### config.mk
export PLATFORM = sky130hd
export DESIGN_NAME = minimum_spanning_tree_kruskal_unit
export DESIGN_NICKNAME = d
export VERILOG_FILES = /design/src/rtl/mstk_pkg.sv /design/src/rtl/mstk_sort.sv /design/src/rtl/minimum_spanning_tree_kruskal_unit.sv
export SDC_FILE = /design/constraint.sdc
export NUM_CORES = 2
export LEC_CHECK = 0
export BUFFER_PORTS_ARGS = -buffer_cell sky130_fd_sc_hd__buf_4
export CAP_MARGIN = 20
export CORE_MARGIN = 2
export CORE_UTILIZATION = 45
export CTS_CLUSTER_SIZE = 40
export DETAILED_ROUTE_END_ITERATION = 10
export SYNTH_ARGS = -nofsm -noshare
export SYNTH_HDL_FRONTEND = slang
export SYNTH_SLANG_ARGS = --single-unit
### constraint.sdc
create_clock -name clock -period 7.4 [get_ports clock]
set_input_delay 0.37 -clock clock [delete_from_list [all_inputs] [get_ports clock]]
set_output_delay 0.37 -clock clock [all_outputs]
set_load 0.01 [all_outputs]
### src/rtl/mstk_pkg.sv
// package for the kruskal spanning tree unit: payload types and sizes
// no dependencies
package mstk_pkg;

   localparam int MaxVertices = 16;
   localparam int MaxEdges    = 64;
   localparam int VtxW        = $clog2(MaxVertices);
   localparam int EdgeIdxW    = $clog2(MaxEdges);
   localparam int EdgeCntW    = EdgeIdxW + 1;

   typedef struct packed {
      logic [3:0]         in_source;
      logic [3:0]         in_dest;
      logic signed [15:0] in_weight;
      logic               last_edge;
   } req_type;

   typedef struct packed {
      logic               edge_valid;
      logic [3:0]         edge_source;
      logic [3:0]         edge_dest;
      logic signed [15:0] edge_weight;
      logic signed [19:0] total_weight;
      logic               load_error;
      logic               last;
   } rsp_type;

   typedef struct packed {
      logic [VtxW-1:0]    src;
      logic [VtxW-1:0]    dst;
      logic signed [15:0] wt;
   } edge_type;

endpackage

### src/rtl/mstk_sort.sv
// stable insertion sort of the edge store, one compare at a time
// depends on mstk_pkg
module mstk_sort
   import mstk_pkg::*;
(
   input  logic                clock,
   input  logic                reset,
   input  logic                load_we,
   input  logic [EdgeIdxW-1:0] load_addr,
   input  edge_type            load_data,
   input  logic                start,
   input  logic [EdgeCntW-1:0] count,
   output logic                done,
   input  logic [EdgeIdxW-1:0] rd_addr,
   output edge_type            rd_data
);

   typedef enum logic [2:0] {S_IDLE, S_RDI, S_KEY, S_RDJ, S_CMP, S_DONE} state_type;

   edge_type store_mem [MaxEdges];
   edge_type sort_mem  [MaxEdges];
   edge_type key_ff, srd_ff, st_rd_ff;
   state_type state_ff;
   logic [EdgeCntW-1:0] i_ff, j_ff;
   logic [EdgeIdxW-1:0] sort_raddr;
   logic sort_we;
   logic [EdgeIdxW-1:0] sort_waddr;
   edge_type sort_wdata;

   always_ff @(posedge clock) begin
      if (load_we) store_mem[load_addr] <= load_data;
      st_rd_ff <= store_mem[i_ff[EdgeIdxW-1:0]];
   end

   always_ff @(posedge clock) begin
      if (sort_we) sort_mem[sort_waddr] <= sort_wdata;
      srd_ff <= sort_mem[sort_raddr];
   end

   // the scan reads sorted data while idle
   always_comb begin
      sort_raddr = rd_addr;
      if (state_ff != S_IDLE && state_ff != S_DONE)
         sort_raddr = EdgeIdxW'(j_ff - 1'b1);
   end
   assign rd_data = srd_ff;

   always_comb begin
      sort_we    = 1'b0;
      sort_waddr = j_ff[EdgeIdxW-1:0];
      sort_wdata = key_ff;
      if (state_ff == S_CMP) begin
         sort_we = 1'b1;
         if (j_ff != '0 && srd_ff.wt > key_ff.wt) sort_wdata = srd_ff;
      end
   end

   always_ff @(posedge clock) begin
      if (reset) begin
         state_ff <= S_IDLE;
         i_ff     <= '0;
         j_ff     <= '0;
      end else begin
         unique case (state_ff)
            S_IDLE: if (start) begin
               i_ff     <= '0;
               state_ff <= (count == '0) ? S_DONE : S_RDI;
            end
            S_RDI: state_ff <= S_KEY;
            S_KEY: begin
               key_ff   <= st_rd_ff;
               j_ff     <= i_ff;
               state_ff <= S_RDJ;
            end
            // read of entry j-1 in flight
            S_RDJ: state_ff <= S_CMP;
            S_CMP: begin
               if (j_ff != '0 && srd_ff.wt > key_ff.wt) begin
                  // shifted one up, step down and keep the key
                  j_ff     <= j_ff - 1'b1;
                  state_ff <= S_RDJ;
               end else if (i_ff + 1'b1 == count) begin
                  state_ff <= S_DONE;
               end else begin
                  i_ff     <= i_ff + 1'b1;
                  state_ff <= S_RDI;
               end
            end
            S_DONE: state_ff <= S_IDLE;
            default: state_ff <= S_IDLE;
         endcase
      end
   end

   assign done = (state_ff == S_DONE);

endmodule

### src/rtl/minimum_spanning_tree_kruskal_unit.sv
// top level of the kruskal spanning tree unit
// depends on mstk_pkg and mstk_sort
//
// usage: edges enter one per request on req_ (valid/ready); each is checked
// against the vertex count and the store size and, if it passes, written to
// the edge store (else dropped and the drop flag set), so loads run at one
// request per cycle. the request with last_edge set starts the run: an
// insertion sort over the store, then a scan that runs union-find
// with path compression over a flip-flop parent table, one parent hop per
// cycle. tree edges leave on rsp_ in acceptance order with the running
// total; each one waits in a holding register until the next tree edge or
// the end of the scan is found, so the final one can carry last. an empty
// tree gives a single response with edge_valid low. a stalled receiver
// simply holds the scan, the response register keeps its value. req_ready
// is low from the last edge until the final response is loaded into the
// response register. reset (synchronous) empties the store, clears the drop
// flag and sets vertex_count to 16. csr_ writes land at once.
module minimum_spanning_tree_kruskal_unit
   import mstk_pkg::*;
(
   input  logic       clock,
   input  logic       reset,
   input  logic       req_valid,
   output logic       req_ready,
   input  req_type    req_data,
   output logic       rsp_valid,
   input  logic       rsp_ready,
   output rsp_type    rsp_data,
   input  logic       csr_we,
   input  logic [4:0] csr_wdata
);

   typedef enum logic [3:0] {
      T_LOAD, T_SORT, T_RD, T_WAIT, T_FX, T_FY, T_JOIN, T_CX, T_CY, T_OUT, T_END
   } state_type;

   state_type state_ff;
   logic [4:0] vcnt_ff;
   logic [EdgeCntW-1:0] ecnt_ff, idx_ff;
   logic drop_ff;
   logic [VtxW-1:0] parent_ff [MaxVertices];
   logic [VtxW-1:0] rx_ff, ry_ff, walk_ff, taken_ff;
   edge_type cur_ff;
   logic signed [19:0] total_ff;
   logic any_ff;
   rsp_type rsp_ff;
   rsp_type pend_ff;
   rsp_type pend_last;
   logic rsp_valid_ff;
   logic out_free, rsp_push;
   logic sort_done;
   edge_type sort_rd;
   logic [VtxW:0] nv;
   logic req_fire, bad;

   always_comb begin
      nv = vcnt_ff < 5'd2 ? (VtxW+1)'(2) :
           (vcnt_ff > 5'(MaxVertices) ? (VtxW+1)'(MaxVertices) : vcnt_ff[VtxW:0]);
   end

   assign req_ready = (state_ff == T_LOAD);
   assign req_fire  = req_valid && req_ready;
   assign bad = (ecnt_ff == EdgeCntW'(MaxEdges)) || ({1'b0, req_data.in_source} >= nv)
                || ({1'b0, req_data.in_dest} >= nv);

   mstk_sort u_sort (
      .clock     (clock),
      .reset     (reset),
      .load_we   (req_fire && !bad),
      .load_addr (ecnt_ff[EdgeIdxW-1:0]),
      .load_data (edge_type'{src: req_data.in_source, dst: req_data.in_dest,
                             wt: req_data.in_weight}),
      .start     (state_ff == T_SORT),
      .count     (ecnt_ff),
      .done      (sort_done),
      .rd_addr   (idx_ff[EdgeIdxW-1:0]),
      .rd_data   (sort_rd)
   );

   assign rsp_valid = rsp_valid_ff;
   assign rsp_data  = rsp_ff;

   // held tree edge marked as the final one
   always_comb begin
      pend_last      = pend_ff;
      pend_last.last = 1'b1;
   end

   assign out_free = !rsp_valid_ff || rsp_ready;
   assign rsp_push = out_free && ((state_ff == T_OUT && any_ff) || state_ff == T_END);

   always_ff @(posedge clock) begin
      if (reset) begin
         state_ff     <= T_LOAD;
         vcnt_ff      <= 5'd16;
         ecnt_ff      <= '0;
         drop_ff      <= 1'b0;
         rsp_valid_ff <= 1'b0;
         for (int v = 0; v < MaxVertices; v++) parent_ff[v] <= VtxW'(v);
      end else begin
         if (csr_we) vcnt_ff <= csr_wdata;
         if (rsp_push) rsp_valid_ff <= 1'b1;
         else if (rsp_ready) rsp_valid_ff <= 1'b0;
         unique case (state_ff)
            T_LOAD: if (req_fire) begin
               if (bad) drop_ff <= 1'b1;
               else ecnt_ff <= ecnt_ff + 1'b1;
               if (req_data.last_edge) state_ff <= T_SORT;
            end
            T_SORT: begin
               idx_ff   <= '0;
               taken_ff <= '0;
               total_ff <= '0;
               any_ff   <= 1'b0;
               for (int v = 0; v < MaxVertices; v++) parent_ff[v] <= VtxW'(v);
               state_ff <= T_WAIT;
            end
            T_WAIT: if (sort_done) state_ff <= T_RD;
            T_RD: begin
               if (idx_ff == ecnt_ff || {1'b0, taken_ff} == nv - 1'b1) state_ff <= T_END;
               else state_ff <= T_FX; // rd_data valid next cycle
            end
            T_FX: begin
               cur_ff <= sort_rd;
               if ({1'b0, sort_rd.src} >= nv || {1'b0, sort_rd.dst} >= nv) begin
                  idx_ff <= idx_ff + 1'b1;
                  state_ff <= T_RD;
               end else begin
                  rx_ff <= sort_rd.src; state_ff <= T_FY;
               end
            end
            T_FY: begin // find root of src
               if (parent_ff[rx_ff] != rx_ff) rx_ff <= parent_ff[rx_ff];
               else begin walk_ff <= cur_ff.src; state_ff <= T_CX; end
            end
            T_CX: begin // compress src path
               if (walk_ff != rx_ff) begin
                  parent_ff[walk_ff] <= rx_ff; walk_ff <= parent_ff[walk_ff];
               end else begin ry_ff <= cur_ff.dst; state_ff <= T_JOIN; end
            end
            T_JOIN: begin // find root of dst
               if (parent_ff[ry_ff] != ry_ff) ry_ff <= parent_ff[ry_ff];
               else begin walk_ff <= cur_ff.dst; state_ff <= T_CY; end
            end
            T_CY: begin
               if (walk_ff != ry_ff) begin
                  parent_ff[walk_ff] <= ry_ff; walk_ff <= parent_ff[walk_ff];
               end else begin
                  idx_ff <= idx_ff + 1'b1;
                  if (rx_ff != ry_ff) begin
                     parent_ff[rx_ff] <= ry_ff;
                     state_ff <= T_OUT;
                  end else state_ff <= T_RD;
               end
            end
            T_OUT: if (!any_ff || out_free) begin
               // the held edge is not the final one, send it and hold the new one
               if (any_ff) rsp_ff <= pend_ff;
               pend_ff <= '{edge_valid: 1'b1, edge_source: cur_ff.src,
                            edge_dest: cur_ff.dst, edge_weight: cur_ff.wt,
                            total_weight: total_ff + 20'(cur_ff.wt),
                            load_error: drop_ff, last: 1'b0};
               total_ff <= total_ff + 20'(cur_ff.wt);
               taken_ff <= taken_ff + 1'b1;
               any_ff   <= 1'b1;
               state_ff <= T_RD;
            end
            T_END: if (out_free) begin
               if (any_ff) rsp_ff <= pend_last;
               else rsp_ff <= '{edge_valid: 1'b0, edge_source: '0, edge_dest: '0,
                                edge_weight: '0, total_weight: '0,
                                load_error: drop_ff, last: 1'b1};
               ecnt_ff  <= '0;
               drop_ff  <= 1'b0;
               state_ff <= T_LOAD;
            end
            default: state_ff <= T_LOAD;
         endcase
      end
   end

   a_rsp_hold: assert property (@(posedge clock) disable iff (reset)
      rsp_valid && !rsp_ready |=> rsp_valid && $stable(rsp_data))
      else $error("response changed while stalled");
   a_no_req: assert property (@(posedge clock) disable iff (reset)
      state_ff != T_LOAD |-> !req_ready)
      else $error("request taken during run");
   a_cnt: assert property (@(posedge clock) disable iff (reset)
      ecnt_ff <= EdgeCntW'(MaxEdges))
      else $error("edge count overflow");

endmodule
==> After elaboration in Yosys (flattened, before gate mapping) <==
Memories as Yosys holds them, arrays and structs flattened. A register that Yosys moved wholly into a read port is not among the register bits.
Index checks and enable logic that the tools add are counted.
{ "word_totals": {"ff_bits": 219, "ramBits": 3136, "input_bits": 35, "out_inout_bits": 49, "elab_cells": 275, "n_memories": 3} }
{ "classes": {"add_sub_neg": 7, "order_cmp": 7, "eq_ne": 47, "muxes": 113, "bitwise_logic": 18, "n_reduce_logical": 47} }
{ "mem_list": {"columns": ["memory", "words", "word_bits", "rd", "rd_ports_with_merged_regs", "write_ports", "line", "rtl"], "rows": [
  ["u_sort.sort_mem", 64, 24, 1, 1, 1, "mstk_sort.sv:21", "edge_type sort_mem [MaxEdges];"],
  ["u_sort.store_mem", 64, 24, 1, 1, 1, "mstk_sort.sv:20", "edge_type store_mem [MaxEdges];"],
  ["parent_ff", 16, 4, 3, 3, 16, "minimum_spanning_tree_kruskal_unit.sv:41", "logic [VtxW-1:0] parent_ff [MaxVertices];"]
]} }
{ "ops": {"columns": ["operator", "n"], "rows": [
  ["$mux W47", 4],
  ["$mux W4", 44],
  ["$pmux W47 S2", 1],
  ["$mux W7", 9],
  ["$mux W24", 2],
  ["$pmux W4 S11", 1],
  ["$pmux W7 S2", 3],
  ["$pmux W20 S2", 1],
  ["$ne A2 B2 Y1 const B", 17],
  ["$mux W1", 31],
  ["$pmux W4 S2", 3],
  ["$reduce_and A4 Y1", 6],
  ["$add A7 B1 Y7 const B", 3],
  ["$pmux W7 S3", 1],
  ["$add A20 B16 Y20", 1],
  ["$ge A4 B5 Y1", 4],
  ["$mux W20", 1],
  ["$ne A4 B4 Y1", 5],
  ["$or A1 B1 Y1", 17],
  ["$eq A4 B3 Y1 const B", 4],
  ["$gt A16 B16 Y1", 1],
  ["$pmux W4 S4", 1],
  ["$reduce_bool A2 Y1", 8],
  ["$mux W3", 5],
  ["other kinds (36)", 66]
]} }

==> Logic depth before layout (Yosys ltp) <==
{ "depth": {"word_depth": 10, "depth_mapped": 14, "ltp_nobuf": 13} }

==> Modules after synthesis <==
From an unflattened synthesis, not the netlist that was laid out.
{ "unflattened": {"cells_unflattened": 7632, "area_unflattened_um2": 135267.2} }
{ "by_module_without_submodules": {"columns": ["mod", "instances", "cells_per_inst", "area_each_um2", "seq_area_each_um2"], "rows": [
  ["mstk_sort", 1, 6624, 122199.7, 94270.4],
  ["minimum_spanning_tree_kruskal_unit", 1, 1008, 13067.5, 7327.0]
]} }

==> Worst setup path before layout <==
No wires, ideal clock.
{ "synth_timing": {"path_type": "reg-to-reg", "startpoint": "register u_sort.j_ff[5]", "endpoint": "memory u_sort.sort_mem[0][0] (netlist name) (data pin)", "setup_ns": 0.702, "arrival_ns": 4.492, "required_time_ns": 6.698, "slack_ns": 2.206, "path_stages_with_launch": 10, "path_buffers": 3, "synth_period_minus_slack_ns": 5.194, "cell_sequence": "dfxtp_1 -> clkbuf_1 -> or3_1 -> clkbuf_1 -> o32ai_1 -> a31oi_1 -> o21a_1 -> nand2_1 -> clkbuf_1 -> o21ai_0"} }
{ "synth_rtl": {"columns": ["element", "line", "rtl"], "rows": [
  ["from (decl)", "mstk_sort.sv:24", "logic [EdgeCntW-1:0] i_ff, j_ff;"],
  ["from (signal assigned)", "mstk_sort.sv:72", "j_ff <= i_ff;"],
  ["from (signal assigned)", "mstk_sort.sv:80", "j_ff <= j_ff - 1'b1;"],
  ["to (decl)", "mstk_sort.sv:21", null]
]} }

==> Worst setup path in the final report <==
{ "layout_timing": {"startpoint": "register vcnt_ff[4]", "endpoint": "memory u_sort.store_mem[51][10] (netlist name) (enable)"} }
{ "layout_between": {"elab_chain_len": 10, "word_cells_on_any_way": 12, "cone_classes": "4 x order compare; 4 x mux; 4 x reduce/logical"} }
{ "layout_rtl": {"columns": ["element", "line", "rtl"], "rows": [
  ["from (decl)", "minimum_spanning_tree_kruskal_unit.sv:38", "logic [4:0] vcnt_ff;"],
  ["from (signal assigned)", "minimum_spanning_tree_kruskal_unit.sv:101", "if (csr_we) vcnt_ff <= csr_wdata;"],
  ["$gt A5 B5 Y1", "minimum_spanning_tree_kruskal_unit.sv:58", "(vcnt_ff > 5'(MaxVertices) ? (VtxW+1)'(MaxVertices) : vcnt_ff[VtxW:0]);"],
  ["$mux W5", "minimum_spanning_tree_kruskal_unit.sv:58", null],
  ["$mux W5 (*)", "minimum_spanning_tree_kruskal_unit.sv:57", "nv = vcnt_ff < 5'd2 ? (VtxW+1)'(2) :"],
  ["$ge A4 B5 Y1", "minimum_spanning_tree_kruskal_unit.sv:63", "assign bad = (ecnt_ff == EdgeCntW'(MaxEdges)) || ({1'b0, req_data.in_source} >= nv)"],
  ["$logic_or A1 B1 Y1", "minimum_spanning_tree_kruskal_unit.sv:63", null],
  ["$logic_or A1 B1 Y1 (*)", "minimum_spanning_tree_kruskal_unit.sv:64", "|| ({1'b0, req_data.in_dest} >= nv);"],
  ["$logic_not A1 Y1 (*)", "minimum_spanning_tree_kruskal_unit.sv:69", ".load_we (req_fire && !bad),"],
  ["$logic_and A1 B1 Y1 (*)", "minimum_spanning_tree_kruskal_unit.sv:69", null],
  ["$mux W1 (*)", "mstk_sort.sv:31", "if (load_we) store_mem[load_addr] <= load_data;"],
  ["$mux W1 (not written as such) (*)", "mstk_sort.sv:31", null],
  ["to (decl)", "mstk_sort.sv:20", null]
]} }
Mark *: on every way between the ends. The rest lies on a longest branch, timed or not.

==> impl_metrics.csv <==
group,metric,value,unit
drt,routed_wl,332000,um
timing,period_share,67.2,%
timing,rsz0062_at_grt,"false",
clocking,ctsHtreeMaxLevel,5,
drt,drtPass1Iterations,5,
clocking,clk_latency,0.96,ns
job,drv_cap,0,
final_layout,nFillCells,23100,
die,core_area,0.294,sq mm
final_layout,nets,6607,
placed_design,dp_hpwl,198000,um
final_layout,area_delta_synth_final,13.5,%
timing,finClkSkew,0.0608,ns
yosys,avgSynthCellArea,21.4,sq um
worst_setup_path,critPathArrivalTime,5.50,ns
yosys,yosysSeqAreaShare,76.3,%
drt,via_per_inst,5.94,
grt,antenna_found_initial,13,
run_status,status,"completed",
grt,track_usage,21.9,%
worst_setup_path,path_class,"reg2reg",
yosys,async_flop_share,0,%
clocking,clock-root-buffer,"clkbuf_16",
timing,worst_pin_slew,1.20,ns
drt,drtIter0Drc,7419,
timing,period_minus_slack,4.97,ns
yosys,synth_cells,6236,
timing,tns,0,ns
power_and_ir_drop,cellLeakagePower,46.8,nW
hold_path,min_path_cells,1,
grt,grt.overflow.total,0,
timing,timing_max_transition_violations_final,0,
drt,vias,63800,
grt,grt.busiest_layer,"met2",
clocking,cts_tree,"yes",
grt,grt_max_degree,138,
worst_setup_path,crit_fanout,24,
worst_setup_path,cp.required,7.92,ns
hold_path,hold_path_class,"in2reg",
die,die_w,548,um
clocking,clockBufferDepth,4,
grt,met3_usage,3.10,%
worst_setup_path,ff2ff_path_depth,12,
grt,use_met2,36.0,%
yosys,ys_ff_latch,3415,
grt,met1_usage,30.2,%
worst_setup_path,worstSetupStartpointType,"flop",
worst_setup_path,r2r_setup_slack,2.43,ns
yosys,syn_nets,6328,
power_and_ir_drop,p_per_area,359,mW/mm^2
drt,drc,0,
placed_design,place.gp.congestion,0.848,
die,initial_core_util,45.3,%
drt,ant_nets,0,
yosys,ys_warn_count,0,
power_and_ir_drop,vdd_drop_max,0.000500,V
grt,grt_pass1_wl,473000,um
timing,max_freq,201,MHz
power_and_ir_drop,total_power,54.2,mW
worst_setup_path,critPathCaptureType,"flop",
clocking,postCtsResizedCells,0,
drt,detail_route.wl_per_cell,31.0,um
die,rows,199,
timing,hold_viol,0,
yosys,ys_types,65,
yosys,synth_edf_count,3320,
placed_design,port_buffers,83,
final_layout,seq_area,0.102,sq mm
die,io_pins,84,
grt,grt_pass1_vias,63900,
timing,slew_headroom,20.2,%
clocking,numCtsBuffers,353,
die,fp.dieH,548,um
clocking,cts_sinks,3415,
final_layout,final_layout_size_suffix_gt1_share,27.6,%
timing,setup_viol,0,
yosys,synth_area,0.133,sq mm
yosys,synth_ff_type,"edfxtp_1",
clocking,clk_pin_slew_worst_paths,0.06,ns
final_layout,multi_input_area,0.0307,sq mm
die,die_area,0.300,sq mm
final timing paths:
path | start | end
min reg2reg | u_sort.st_rd_ff[1] | u_sort.key_ff[1]
max | vcnt_ff[4] | u_sort.store_mem[51][10]
min | req_data[4] | u_sort.store_mem[41][3]
max reg2reg | vcnt_ff[4] | u_sort.store_mem[51][10]
stage by stage:
stage | instance area [sq um] | cells | hold slack (ns) | util (%) | setup slack (ns)
6_report | 151000 | 10700 | 0.0297 | 51.4 | 2.43
3_3_place_gp | 139000 | 10100 | 0.390 | 47.4 | 2.12
2_1_floorplan | 133000 | 6236 | 0.386 | - | 2.21
3_5_place_dp | 140000 | 10100 | 0.389 | 47.4 | 2.12
4_1_cts | 151000 | 10700 | 0.0131 | 51.4 | 2.39
5_1_grt | 151000 | 10700 | 0.0545 | 51.4 | 2.15
per-layer routing:
metal / vias up / share of wire [%]
li1: 26600 / -
met1: 34300 / 40
met2: 2334 / 50
met3: 475 / 6.5
met4: 4 / 3.6
met5: - / 0.011
cell type report:
type                            instances  share of cell area [%]
Inverter                               54                   0.134
Sequential cell                      3415                    67.2
Tap cell                             3919                    3.24
Clock inverter                        202                    1.23
Multi-Input combinational cell       2413                    20.3
Clock buffer                          443                    6.31
Antenna cell                            6                 0.00993
Timing Repair Buffer                  278                    1.56
Yosys cell counts, types with 54 or more instances:
cell type | instances | area, sq um
a211oi_1 | 54 | 405
a21oi_1 | 55 | 275
buf_1 | 71 | 267
clkbuf_1 | 226 | 848
dfxtp_1 | 95 | 1900
edfxtp_1 | 3320 | 99700
ha_1 | 56 | 701
mux2i_1 | 130 | 1300
mux4_2 | 892 | 20100
nand2_1 | 213 | 800
nor2_1 | 234 | 878
nor2b_1 | 103 | 644
o21ai_0 | 61 | 305
o22ai_1 | 75 | 469
cells by family after synthesis:
family | after synthesis | synth area share (%)
AO/OA/AOI/OAI | 497 | 2.54
adder cells (fa/ha/maj) | 57 | 0.541
buffers and inverters | 408 | 1.22
AND/OR/NAND/NOR | 722 | 2.53
multiplexers | 1062 | 16.4
XOR/XNOR | 75 | 0.493
flip-flops | 3415 | 76.3
power breakdown:
part / internal, mW / switching (mW)
registers: 22.0 / 0.567
logic: 5.32 / 8.82
clock network: 10.1 / 7.36
registers in the layout (all words and copies together), names as in the netlist, 20 cells and up, named ones only:
signal,flops
u_sort.st_rd_ff,24
rsp_data,47
pend_ff,45
cur_ff,24
u_sort.key_ff,24
u_sort.sort_mem,1536
parent_ff,64
u_sort.rd_data,24
total_ff,20
u_sort.store_mem,1536
layout by cell type (no fill, tap or decap), drive strengths merged, types with 75 or more instances in the layout:
master	synthesis	routed
mux2i	130	130
nand2	213	213
dfxtp	95	95
clkinv	3	149
clkbuf	226	444
nor2	234	234
nor2b	103	103
buf	128	258
o22ai	75	75
mux4	892	892
edfxtp	3320	3320
worst max-delay path, stage by stage (launching register included):
cell	delay [ns]
dfxtp_1	0.37
inv_1	0.18
o311a_1	0.40
ha_1	0.30
nand2b_1	0.15
a21o_1	0.19
a21o_1	0.17
a221oi_1	0.38
o2111ai_1	0.35
inv_1	0.23
nand2_1	0.08
or3_1	0.81
nor2_4	0.91
what timing repair did:
action,4_1_cts,5_1_grt
hold buffers,19,0
buffers inserted,0,0
hold endpoints to repair,120,0
Note: power is estimated with default switching activity, not from simulation.
